--- config.mk ---
export PLATFORM = sky130hd
export DESIGN_NAME = complementary_tilt_filter_top
export DESIGN_NICKNAME = d
export VERILOG_FILES = /design/src/hw/rtl/ctf_pkg.sv /design/src/hw/rtl/ctf_datapath.sv /design/src/hw/rtl/ctf_ctrl.sv /design/src/hw/rtl/complementary_tilt_filter_top.sv
export SDC_FILE = /design/constraint.sdc
export NUM_CORES = 2
export LEC_CHECK = 0
export BUFFER_PORTS_ARGS = -buffer_cell sky130_fd_sc_hd__buf_2
export CORE_AREA = 2 2 422 319
export CTS_BUF_LIST = sky130_fd_sc_hd__clkbuf_8
export DETAILED_ROUTE_END_ITERATION = 8
export DIE_AREA = 0 0 424 321
export GPL_ROUTABILITY_DRIVEN = 1
export MAX_ROUTING_LAYER = met4
export PLACE_DENSITY = 0.63
export SLEW_MARGIN = 20
export SYNTH_ARGS = -nofsm -noshare
export SYNTH_HDL_FRONTEND = slang
export SYNTH_SLANG_ARGS = --single-unit
--- constraint.sdc ---
create_clock -name clk -period 13.7 [get_ports clk]
set_clock_uncertainty 0.05 [all_clocks]
set_input_delay 2.055 -clock clk [delete_from_list [all_inputs] [get_ports clk]]
set_output_delay 2.055 -clock clk [all_outputs]
set_load 0.03 [all_outputs]
--- src/hw/rtl/ctf_pkg.sv ---
// Shared constants, types and the arctangent table for the tilt filter.
// No dependencies.
`default_nettype none
package ctf_pkg;
  localparam int CORDIC_STEPS_DEFAULT = 16;
  localparam int TABLE_LEN = 24;
  localparam logic [15:0] ALPHA_RESET = 16'd64225;
  localparam logic signed [13:0] HALF_PI_Q12 = 14'sd6434;

  // Controller commands to the datapath.
  typedef struct packed {
    logic load;       // capture inputs, start x*x
    logic mul_z;      // start z*z
    logic sum_sq;     // form x*x + z*z, prime square root
    logic sqrt_step;  // one square-root digit
    logic cordic_init;
    logic cordic_step;
    logic tilt_done;  // round and clamp tilt
    logic mul_rate;   // rate * dt
    logic sum_rate;   // acc + 2 * rate * dt
    logic mul_a;      // alpha * sum
    logic mul_b;      // (1 - alpha) * tilt
    logic blend;      // add, round, saturate, update accumulator
  } ctf_cmd_t;

  typedef struct packed {
    logic zero_mag;
  } ctf_stat_t;

  function automatic logic [16:0] atan_q16(input logic [4:0] i);
    case (i)
      5'd0: atan_q16 = 17'd51472;
      5'd1: atan_q16 = 17'd30385;
      5'd2: atan_q16 = 17'd16055;
      5'd3: atan_q16 = 17'd8150;
      5'd4: atan_q16 = 17'd4091;
      5'd5: atan_q16 = 17'd2047;
      5'd6: atan_q16 = 17'd1024;
      5'd7: atan_q16 = 17'd512;
      5'd8: atan_q16 = 17'd256;
      5'd9: atan_q16 = 17'd128;
      5'd10: atan_q16 = 17'd64;
      5'd11: atan_q16 = 17'd32;
      5'd12: atan_q16 = 17'd16;
      5'd13: atan_q16 = 17'd8;
      5'd14: atan_q16 = 17'd4;
      5'd15: atan_q16 = 17'd2;
      5'd16: atan_q16 = 17'd1;
      default: atan_q16 = 17'd0;
    endcase
  endfunction
endpackage
`default_nettype wire

--- src/hw/rtl/ctf_datapath.sv ---
// Datapath of the tilt filter: shared multiplier, square root, CORDIC, blend.
// Depends on ctf_pkg.
`default_nettype none
module ctf_datapath (
  input  wire                    clk,
  input  wire                    rst,
  input  wire ctf_pkg::ctf_cmd_t cmd,
  output ctf_pkg::ctf_stat_t     stat,
  input  wire [4:0]              step_idx,
  input  wire [15:0]             alpha,
  input  wire signed [15:0]      in_x,
  input  wire signed [15:0]      in_y,
  input  wire signed [15:0]      in_z,
  input  wire signed [15:0]      in_rate,
  input  wire [15:0]             in_dt,
  output logic signed [15:0]     filtered_q,
  output logic signed [13:0]     tilt_q,
  output logic signed [15:0]     rate_q
);
  import ctf_pkg::*;

  logic signed [15:0] ry, rz;
  logic [15:0] rdt;
  logic signed [33:0] prod;     // registered multiplier output
  logic signed [33:0] prod_x;
  // square root of sumsq * 2^30: 62-bit radicand, 31-bit root, two bits a step
  logic [62:0] rem;
  logic [31:0] root;
  logic [61:0] rad;
  logic signed [35:0] cx, cy;
  logic signed [18:0] ang;
  logic signed [13:0] tilt;
  logic signed [31:0] acc;
  logic signed [33:0] sum;
  logic signed [49:0] pa;
  logic zero_mag;

  // 1 - alpha reaches 65536, so the first operand carries 18 bits
  logic signed [17:0] ma;
  logic signed [33:0] mb;
  logic signed [51:0] mprod;

  // One multiplier, operands chosen by command.
  always_comb begin
    ma = '0;
    mb = '0;
    if (cmd.load)          begin ma = 18'(in_x);     mb = 34'(in_x); end
    else if (cmd.mul_z)    begin ma = 18'(rz);       mb = 34'(rz); end
    else if (cmd.mul_rate) begin ma = {2'b0, rdt};   mb = 34'(rate_q); end
    else if (cmd.mul_a)    begin ma = {2'b0, alpha}; mb = sum; end
    else if (cmd.mul_b)    begin
      ma = 18'sd65536 - $signed({2'b0, alpha});
      mb = 34'(tilt);
    end
    mprod = ma * mb;
  end

  logic [62:0] cur;
  logic [62:0] sub;
  always_comb begin
    cur = {rem[60:0], rad[61:60]};
    sub = {29'b0, root, 2'b01};
  end

  logic signed [35:0] sx, sy;
  logic [4:0] si;
  assign si = step_idx;
  assign sx = cx >>> si;
  assign sy = cy >>> si;

  logic signed [19:0] tr;
  assign tr = (20'(ang) + 20'sd8) >>> 4;

  logic signed [51:0] tot;
  logic signed [35:0] blended;
  assign tot = 52'(pa) + (52'(prod) <<< 16) + 52'sd32768;
  assign blended = 36'(tot >>> 16);

  logic signed [31:0] acc_n;
  always_comb begin
    if (blended > 36'sd2147483647) acc_n = 32'sh7fffffff;
    else if (blended < -36'sd2147483648) acc_n = 32'sh80000000;
    else acc_n = blended[31:0];
  end

  always_ff @(posedge clk) begin
    if (rst) begin
      acc <= '0;
    end else if (cmd.blend) begin
      acc <= acc_n;
    end
  end

  always_ff @(posedge clk) begin
    if (cmd.load || cmd.mul_z || cmd.mul_rate || cmd.mul_a || cmd.mul_b)
      prod <= mprod[33:0];
    if (cmd.load) begin
      ry <= in_y; rz <= in_z; rate_q <= in_rate; rdt <= in_dt;
    end
    if (cmd.mul_z) prod_x <= prod;
    if (cmd.sum_sq) begin
      rad <= {32'(prod_x + prod), 30'b0};
      zero_mag <= (prod_x + prod) == 34'sd0;
      rem <= '0;
      root <= '0;
    end
    if (cmd.sqrt_step) begin
      rad <= {rad[59:0], 2'b00};
      if (cur >= sub) begin
        rem <= cur - sub;
        root <= {root[30:0], 1'b1};
      end else begin
        rem <= cur;
        root <= {root[30:0], 1'b0};
      end
    end
    if (cmd.cordic_init) begin
      cx <= 36'($signed({1'b0, root}));
      cy <= 36'(ry) <<< 15;
      ang <= '0;
    end
    if (cmd.cordic_step) begin
      if (!cy[35]) begin
        cx <= cx + sy; cy <= cy - sx; ang <= ang + 19'($signed({2'b0, atan_q16(si)}));
      end else begin
        cx <= cx - sy; cy <= cy + sx; ang <= ang - 19'($signed({2'b0, atan_q16(si)}));
      end
    end
    if (cmd.tilt_done) begin
      if (zero_mag) begin
        if (ry > 0) tilt <= HALF_PI_Q12;
        else if (ry < 0) tilt <= -HALF_PI_Q12;
        else tilt <= '0;
      end else if (tr > 20'sd6434) tilt <= HALF_PI_Q12;
      else if (tr < -20'sd6434) tilt <= -HALF_PI_Q12;
      else tilt <= tr[13:0];
    end
    // sum must be ready when mul_a multiplies it: it is formed in the cycle before
    if (cmd.sum_rate) sum <= 34'(acc) + (prod <<< 1);
    if (cmd.mul_a) pa <= mprod[49:0];
    if (cmd.blend) begin
      filtered_q <= acc_n[31:16];
      tilt_q <= tilt;
    end
  end

  assign stat.zero_mag = zero_mag;
endmodule
`default_nettype wire

--- src/hw/rtl/ctf_ctrl.sv ---
// Sequencer of the tilt filter: steps the datapath through one sample.
// Depends on ctf_pkg.
`default_nettype none
module ctf_ctrl #(
  parameter int CORDIC_STEPS = ctf_pkg::CORDIC_STEPS_DEFAULT
) (
  input  wire               clk,
  input  wire               rst,
  input  wire               in_valid,
  output logic              in_stall,
  output logic              out_valid,
  input  wire               out_stall,
  input  wire ctf_pkg::ctf_stat_t stat,
  output ctf_pkg::ctf_cmd_t cmd,
  output logic [4:0]        step_idx
);
  import ctf_pkg::*;
  localparam int NSTEPS = (CORDIC_STEPS < TABLE_LEN) ? CORDIC_STEPS : TABLE_LEN;

  localparam logic [3:0] S_IDLE = 4'd0, S_MULZ = 4'd1, S_SUM = 4'd2, S_SQRT = 4'd3,
    S_CINIT = 4'd4, S_CORD = 4'd5, S_TILT = 4'd6, S_RATE = 4'd7, S_SUMA = 4'd8,
    S_MA = 4'd9, S_MB = 4'd10, S_BLEND = 4'd11;

  logic [3:0] state, state_next;
  logic [4:0] cnt, cnt_next;
  logic out_valid_next;

  assign step_idx = cnt;
  assign in_stall = (state != S_IDLE) || (out_valid && out_stall);

  always_comb begin
    state_next = state;
    cnt_next = cnt;
    cmd = '0;
    out_valid_next = out_valid && out_stall;
    case (state)
      S_IDLE: if (in_valid && !in_stall) begin cmd.load = 1'b1; state_next = S_MULZ; end
      S_MULZ: begin cmd.mul_z = 1'b1; state_next = S_SUM; end
      S_SUM: begin cmd.sum_sq = 1'b1; cnt_next = '0; state_next = S_SQRT; end
      S_SQRT: begin
        cmd.sqrt_step = 1'b1;
        cnt_next = cnt + 5'd1;
        // zero magnitude: skip root and CORDIC, tilt is fixed by the sign of y
        if (stat.zero_mag) state_next = S_TILT;
        else if (cnt == 5'd30) state_next = S_CINIT;
      end
      S_CINIT: begin cmd.cordic_init = 1'b1; cnt_next = '0; state_next = S_CORD; end
      S_CORD: begin
        cmd.cordic_step = 1'b1;
        cnt_next = cnt + 5'd1;
        if (cnt == 5'(NSTEPS - 1)) state_next = S_TILT;
      end
      S_TILT: begin cmd.tilt_done = 1'b1; state_next = S_RATE; end
      S_RATE: begin cmd.mul_rate = 1'b1; state_next = S_SUMA; end
      S_SUMA: begin cmd.sum_rate = 1'b1; state_next = S_MA; end
      S_MA: begin cmd.mul_a = 1'b1; state_next = S_MB; end
      S_MB: begin cmd.mul_b = 1'b1; state_next = S_BLEND; end
      S_BLEND: begin cmd.blend = 1'b1; out_valid_next = 1'b1; state_next = S_IDLE; end
      default: state_next = S_IDLE;
    endcase
  end

  always_ff @(posedge clk) begin
    if (rst) begin
      state <= S_IDLE; cnt <= '0; out_valid <= 1'b0;
    end else begin
      state <= state_next; cnt <= cnt_next; out_valid <= out_valid_next;
    end
  end
endmodule
`default_nettype wire

--- src/hw/rtl/complementary_tilt_filter_top.sv ---
// Top level of the complementary tilt filter.
// Depends on ctf_pkg, ctf_ctrl and ctf_datapath.
// One sample at a time: the sample passes the 31-digit square root and the CORDIC
// loop, which share one sequencer, then the serial multiplies of the blend on a
// single shared multiplier; a new sample is taken only after the last one's result
// is formed. CORDIC_STEPS above 24 runs 24 steps.
// When x and z are both zero the root and CORDIC are skipped.
// The result sits in an output register until taken; the next sample is taken
// once that register is free or being emptied.
`default_nettype none
module complementary_tilt_filter_top #(
  parameter int CORDIC_STEPS = ctf_pkg::CORDIC_STEPS_DEFAULT
) (
  input  wire               clk,
  input  wire               rst,
  input  wire               cfg_we,
  input  wire [15:0]        cfg_wdata,
  input  wire               in_valid,
  output logic              in_stall,
  input  wire signed [15:0] accel_x,
  input  wire signed [15:0] accel_y,
  input  wire signed [15:0] accel_z,
  input  wire signed [15:0] rate_x,
  input  wire [15:0]        time_step,
  output logic              out_valid,
  input  wire               out_stall,
  output logic signed [15:0] filtered_angle,
  output logic signed [13:0] tilt_angle,
  output logic signed [15:0] last_rate
);
  import ctf_pkg::*;
  logic [15:0] blend_weight;
  ctf_cmd_t cmd;
  ctf_stat_t stat;
  logic [4:0] step_idx;

  always_ff @(posedge clk) begin
    if (rst) blend_weight <= ALPHA_RESET;
    else if (cfg_we) blend_weight <= cfg_wdata;
  end

  ctf_ctrl #(.CORDIC_STEPS(CORDIC_STEPS)) u_ctrl (
    .clk, .rst, .in_valid, .in_stall, .out_valid, .out_stall, .stat, .cmd, .step_idx
  );
  ctf_datapath u_dp (
    .clk, .rst, .cmd, .stat, .step_idx, .alpha(blend_weight),
    .in_x(accel_x), .in_y(accel_y), .in_z(accel_z), .in_rate(rate_x), .in_dt(time_step),
    .filtered_q(filtered_angle), .tilt_q(tilt_angle), .rate_q(last_rate)
  );
endmodule
`default_nettype wire

# Word level (Yosys, flattened, before mapping)

Memory sizes are Yosys's and may differ from the RTL's. A register that Yosys moved wholly into a read port is not among the register bits.
Cells that the tools add are included.

Register bits: 535
ROM bits: 1024
Bits of input ports: 101
Word-level logic and storage cells: 145
Memories kept: 2

$add $sub $neg: 14
Multiply operators: 1
Magnitude comparators: 7
Equal/unequal tests: 16
Shift-type cells: 2
Multiplexer cells: 62
Reduce and logical (&&, ||, !) cells: 17

Memory list:

| memory          | words | bits a word | rd ports | clocked after memory_dff | wr ports | RTL line      | source |
|---|---|---|---|---|---|---|---|
| (no name shown) | 32    | 16          | 1        | 1                        | 0        | ctf_pkg.sv:31 | `case (i)` |
| (no name shown) | 32    | 16          | 1        | 1                        | 0        | ctf_pkg.sv:31 |  |

Operators by type and width:

| operator                                                               | count |
|---|---|
| 36-bit two-way mux                                                     | 6 |
| 61-bit two-way mux                                                     | 3 |
| 34-bit two-way mux                                                     | 5 |
| 32-bit two-way mux                                                     | 4 |
| 62-bit two-way mux                                                     | 2 |
| 18-bit two-way mux                                                     | 5 |
| 36-bit adder                                                           | 2 |
| 36-bit by 5-bit >>> shifter with 36-bit output                         | 2 |
| 36-bit subtractor                                                      | 2 |
| 14-bit two-way mux                                                     | 5 |
| 17-bit two-way mux                                                     | 4 |
| 63-bit by 34-bit greater-or-equal comparator with 1-bit output         | 1 |
| 61-bit by 34-bit subtractor with 61-bit output                         | 1 |
| 19-bit two-way mux                                                     | 3 |
| 52-bit by 17-bit adder with 52-bit output, second input constant       | 1 |
| 50-bit by 50-bit adder with 51-bit output                              | 1 |
| 18-bit by 34-bit multiplier with 50-bit output                         | 1 |
| 4-bit one-hot mux with 11 select lines                                 | 1 |
| 36-bit by 32-bit > comparator with 1-bit output, second input constant | 1 |
| 36-bit by 32-bit < comparator with 1-bit output, second input constant | 1 |
| 32-bit by 34-bit adder with 34-bit output                              | 1 |
| 34-bit adder                                                           | 1 |
| 34-bit logical NOT                                                     | 1 |
| 19-bit by 5-bit adder with 20-bit output, second input constant        | 1 |
| 28 further kinds                                                       | 64 |

# Depth between registers and ports, before layout

Depth after elaboration: 10
Mapped depth: 38
Mapped depth without buffers: 36

# Cells and area by module

A second synthesis with hierarchy kept.

Cell total of the unflattened synthesis: 6289
Area total of the unflattened synthesis: 58985.3 um2

Modules (own cells, without submodules):

| module                        | times used | cells an instance | area an instance (um2) | seq. area each (um2) |
|---|---|---|---|---|
| ctf_datapath                  | 1          | 6148              | 57657.8                | 14513.9 |
| ctf_ctrl                      | 1          | 89                | 704.4                  | 200.2 |
| complementary_tilt_filter_top | 1          | 52                | 623.1                  | 320.3 |

# Worst setup path before layout

No wires, ideal clock.

Path type: input to register
Start: input port out_stall
End: register u_dp.pa[37], data pin
Setup time: 265 ps
Data arrival time: 11202 ps
Required time: 13385 ps
Setup slack: 2182 ps
Stages on the path: 30
Buffers on the path: 3
Path through: nand2_1 nand4_1 inv_1 buf_1 buf_1 buf_1 a22oi_1 nor2_1 fa_1 inv_1 fa_1 inv_1 ha_1 fa_1 inv_1 fa_1 fa_1 inv_1 ha_1 o21a_1 o21ai_0 a21oi_1 o21a_1 o21a_1 nor4_1 o31a_1 o21ai_0 a311oi_1 o21ai_0 xor2_1

RTL lines:

| item                 | RTL line                            | source |
|---|---|---|
| from (decl)          | complementary_tilt_filter_top.sv:26 | `input wire out_stall,` |
| to (signal assigned) | ctf_datapath.sv:140                 | `if (cmd.mul_a) pa <= mprod[49:0];` |
| to (decl)            | ctf_datapath.sv:35                  | `logic signed [49:0] pa;` |

# Final worst setup path

Start: register u_ctrl.state[2]
End: register u_dp.pa[49], data pin

Longest elaborated chain between the ends: 8
Elaborated cells on any way between the ends: 26
Those cells by class: mul: 1; eq/ne: 4; mux: 16; reduce/logical: 5

RTL lines:

| item                                                     | RTL line                       | source |
|---|---|---|
| from (decl)                                              | ctf_ctrl.sv:24                 | `logic [3:0] state, state_next;` |
| from (signal assigned)                                   | ctf_ctrl.sv:67                 | `state <= state_next; cnt <= cnt_next; out_valid <= out_valid_next;` |
| 4-bit == test or 4-bit nonzero test (tied branches)      | ctf_ctrl.sv:36, ctf_ctrl.sv:29 |  |
| 1-bit two-way mux or 1-bit logical OR (tied branches)    | ctf_ctrl.sv:36, ctf_ctrl.sv:29 |  |
| 18-bit two-way mux, or another cell as far along         | ctf_datapath.sv:51             | `else if (cmd.mul_b) begin` |
| 18-bit two-way mux, or another cell as far along         | ctf_datapath.sv:50             | `else if (cmd.mul_a) begin ma = {2'b0, alpha}; mb = sum; end` |
| 18-bit two-way mux, or another cell as far along         | ctf_datapath.sv:49             | `else if (cmd.mul_rate) begin ma = {2'b0, rdt}; mb = 34'(rate_q); end` |
| 18-bit two-way mux, or another cell as far along         | ctf_datapath.sv:48             | `else if (cmd.mul_z) begin ma = 18'(rz); mb = 34'(rz); end` |
| 18-bit two-way mux or 34-bit two-way mux (tied branches) | ctf_datapath.sv:47             | `if (cmd.load) begin ma = 18'(in_x); mb = 34'(in_x); end` |
| 18-bit by 34-bit multiplier with 50-bit output (*)       | ctf_datapath.sv:55             | `mprod = ma * mb;` |
| net u_dp.mprod[49]                                       | ctf_datapath.sv:41             | `logic signed [51:0] mprod;` |

Mark *: on every way through the listed nets, which the timed path passes. The rest lies on a longest branch.
A chain may end at the register's enable or synchronous reset.

==> impl_metrics.csv <==
group,metric,value,unit
logic_synthesis,yosys-top-cells-area,"edfxtp_1 (23%), fa_1 (20%), ha_1 (7.6%)",
logic_synthesis,avgSynthCellArea,9.30,µm²
logic_synthesis,ys_warn_count,0,
setup_path,critPathArrivalTime,12.00,ns
layout,final_cell_mix,"inv_1 (853), nand2_1 (758), fa_1 (577), nor2_1 (566), edfxtp_1 (462)",
grt,grt_pass1_vias,45200,
logic_synthesis,synth_edf_count,462,
min_path,whs_path_depth,0,
run,cap_violations,0,
setup_path,worstSetupStartpointType,"register",
timing,setup_viol,0,
cts,clkSlewWorstSetupHoldPaths,0.07,ns
layout,final_common_cell,"inv_1",
timing,hold_violations,0,
timing,slew_headroom,0.245,
min_path,hp-class,"reg -> reg",
setup_path,cpPeakStageDelay,0.91,ns
logic_synthesis,synth.cell_area,59100,µm²
layout,final_nets,7462,
grt,grt.total_usage,0.278,
timing,grt_setup_unrepaired,"false",
placed_design,io_buffer_count,148,
logic_synthesis,synth_top_area_frac,0.235,
setup_path,r2r_start,"u_ctrl.state[2]$_SDFFE_PP0P_",
floorplan,die_y,321,µm
timing,tns,0,ns
routing,vias,47600,
timing,fin_crit,11.48,ns
min_path,whs_endpoint,"u_dp.sum[0]$_DFFE_PP_",
cts,tritoncts,"built",
cts,worstSkewPairLatency,0.86,ns
layout,drive_above_1_share,0.0962,
setup_path,end_kind,"register",
floorplan,std_cell_rows,116,
timing,drv_slew,0,
routing,viasPerCell,5.74,
grt,grt_max_degree,95,
grt,antenna_found_initial,13,
floorplan,die_w,424,µm
logic_synthesis,synth_flop_cell,"edfxtp_1",
logic_synthesis,postSynthCellCount,6359,
setup_path,cp_top_family,"compound AO/OA/AOI/OAI gates",
logic_synthesis,synth-seq-cells,536,
min_path,hp-start,"u_dp.acc[0]$_SDFFE_PP0P_",
setup_path,crit_buf_inv,7,
setup_path,crit_path_top_delay_cell,"o31ai_1",
cts,cts_buffers,96,
timing,tightest_slew,1.13,ns
placed_design,place_hpwl,146,mm
setup_path,cp_max_fo,62,
cts,cts_sinks,536,
cts,htree_levels,3,
grt,grt_remaining_overflow,0,
cts,clockBufferDepth,3,
setup_path,reg2regPathDepth,28,
logic_synthesis,synth_cell_types,109,
routing,ant_nets,0,
cts,cts_hold_buf,0,
routing,drt-initial-drc-count,5254,
routing,wire_per_inst,22.3,µm
cts,clock-root-buffer,"clkbuf_8",
status,outcome,"complete, no violations",
grt,grt_pass1_wl,280,mm
floorplan,io_pins,149,
placed_design,dpl_cell_area,61700,µm²
cts,cts_setup_buffers,0,
floorplan,core,132000,µm²
routing,drt-total-wl,185,mm
logic_synthesis,ys_async_sr_fraction,0,
placed_design,gp_congestion,1.04,
setup_path,critPathKind,"reg -> reg",
timing,fin_crit_sh,0.838,
timing,timing.fmax,0.0871,GHz
cts,cts_resized,0,
floorplan,die-area,136000,µm²
layout,area_growth,7.70,%
layout,postLayoutCellArea,63700,µm²
routing,drc_errors,0,
layout,nFillCells,12600,
logic_synthesis,ys_seq_area_frac,0.260,
routing,drt_pass1_iterations,8,
setup_path,crit-reg2reg-capture,"u_dp.pa[49]$_DFFE_PP_",
logic_synthesis,synth_top_area_cell,"edfxtp_1",
setup_path,cp.required,14.21,ns
floorplan,initial_core_util,0.447,
setup_path,r2r_slack,2.22,ns
worst register-to-register path: cells and delay by family, from the launching register on:
family          cells  cell delay, ns
compound gates      8            3.88
xor+xnor            1            0.13
fa+ha+maj           7            3.39
buf+inv             7            1.45
flops               1            0.44
simple gates        5            1.89
routing by layer:
layer | GRT usage | up-vias | wire (µm)
met5 | - | - | 0
met4 | 0.0908 | 0 | 6780
met2 | 0.356 | 2139 | 72100
li1 | - | 21800 | -
met1 | 0.417 | 23400 | 86000
met3 | 0.0731 | 304 | 20000
layout make-up:
type / instances / area (µm²) / share of cell area
diodes: 16 / 40.0 / 0.000629
clock buffers: 104 / 1430 / 0.0225
clock inverters: 70 / 543 / 0.00852
inverters: 829 / 3110 / 0.0489
multi-input cells: 4734 / 39700 / 0.623
flip-flops and latches: 536 / 15400 / 0.241
well taps: 1770 / 2210 / 0.0348
repair buffers: 226 / 1330 / 0.0208
registers in the layout, summed over array words and instances, names as in the netlist, 4 cells and up, named ones only:
signal           flops
u_dp.prod           34
u_dp.ry             16
u_dp.cx             36
u_ctrl.state         4
blend_weight        16
u_dp.acc            32
u_dp.filtered_q     16
u_dp.rad            32
u_dp.root           32
u_dp.pa             35
u_dp.tilt_q         14
u_dp.sum            34
u_ctrl.step_idx      5
u_dp.ang            19
u_dp.prod_x         34
u_dp.tilt           14
u_dp.cy             36
u_dp.rate_q         16
u_dp.rdt            16
u_dp.rz             16
u_dp.rem            61
logic make-up after synthesis:
| group | Yosys count | share of synthesized area |
|---|---|---|
| flops | 536 | 0.260 |
| buf+inv | 1104 | 0.0724 |
| compound gates | 1253 | 0.136 |
| simple gates | 1946 | 0.149 |
| fa+ha+maj | 938 | 0.272 |
| other cells | 2 | 0.000127 |
| xor+xnor | 367 | 0.0545 |
| mux | 213 | 0.0567 |
metrics by stage:
stage,cells,hold slack (ns),utilization,worst slack (ns)
6_report,8285,0.412,0.481,2.22
5_1_grt,8279,0.397,0.481,2.00
4_1_cts,8269,0.399,0.481,2.52
3_5_place_dp,8095,0.376,0.466,1.64
3_3_place_gp,8095,0.379,0.466,1.81
2_1_floorplan,6374,0.353,-,2.18
Yosys cell counts, types with 53 or more instances:
| master | instances |
|---|---|
| edfxtp_1 | 462 |
| a21o_1 | 99 |
| a31oi_1 | 55 |
| or3_1 | 53 |
| clkbuf_1 | 214 |
| fa_1 | 577 |
| inv_1 | 825 |
| mux2i_1 | 75 |
| o21a_1 | 66 |
| a21oi_1 | 351 |
| nor3_1 | 103 |
| nand2_1 | 759 |
| o21ai_0 | 304 |
| xor2_1 | 130 |
| mux4_2 | 93 |
| nand3_1 | 77 |
| xnor2_1 | 236 |
| nor2_1 | 572 |
| and2_1 | 78 |
| nand2b_1 | 53 |
| ha_1 | 361 |
| dfxtp_1 | 74 |
worst max-delay path by stage:
| stage | startpoint | end | slack (ns) | cells past startpoint |
|---|---|---|---|---|
| floorplan | out_stall | u_dp.pa[37]$_DFFE_PP_ | 2.18 | 30 |
| global placement | out_stall | u_dp.pa[49]$_DFFE_PP_ | 1.81 | 29 |
| detailed placement | out_stall | u_dp.pa[49]$_DFFE_PP_ | 1.64 | 29 |
| CTS | out_stall | u_dp.pa[49]$_DFFE_PP_ | 2.52 | 29 |
| global route | u_ctrl.state[1]$_SDFFE_PP0P_ | u_dp.pa[49]$_DFFE_PP_ | 2.00 | 29 |
| finish | u_ctrl.state[2]$_SDFFE_PP0P_ | u_dp.pa[49]$_DFFE_PP_ | 2.22 | 28 |
Power is left out: the tool's default activity adds up to more than one toggle a clock period on the data nets, which glitch-free logic cannot reach.
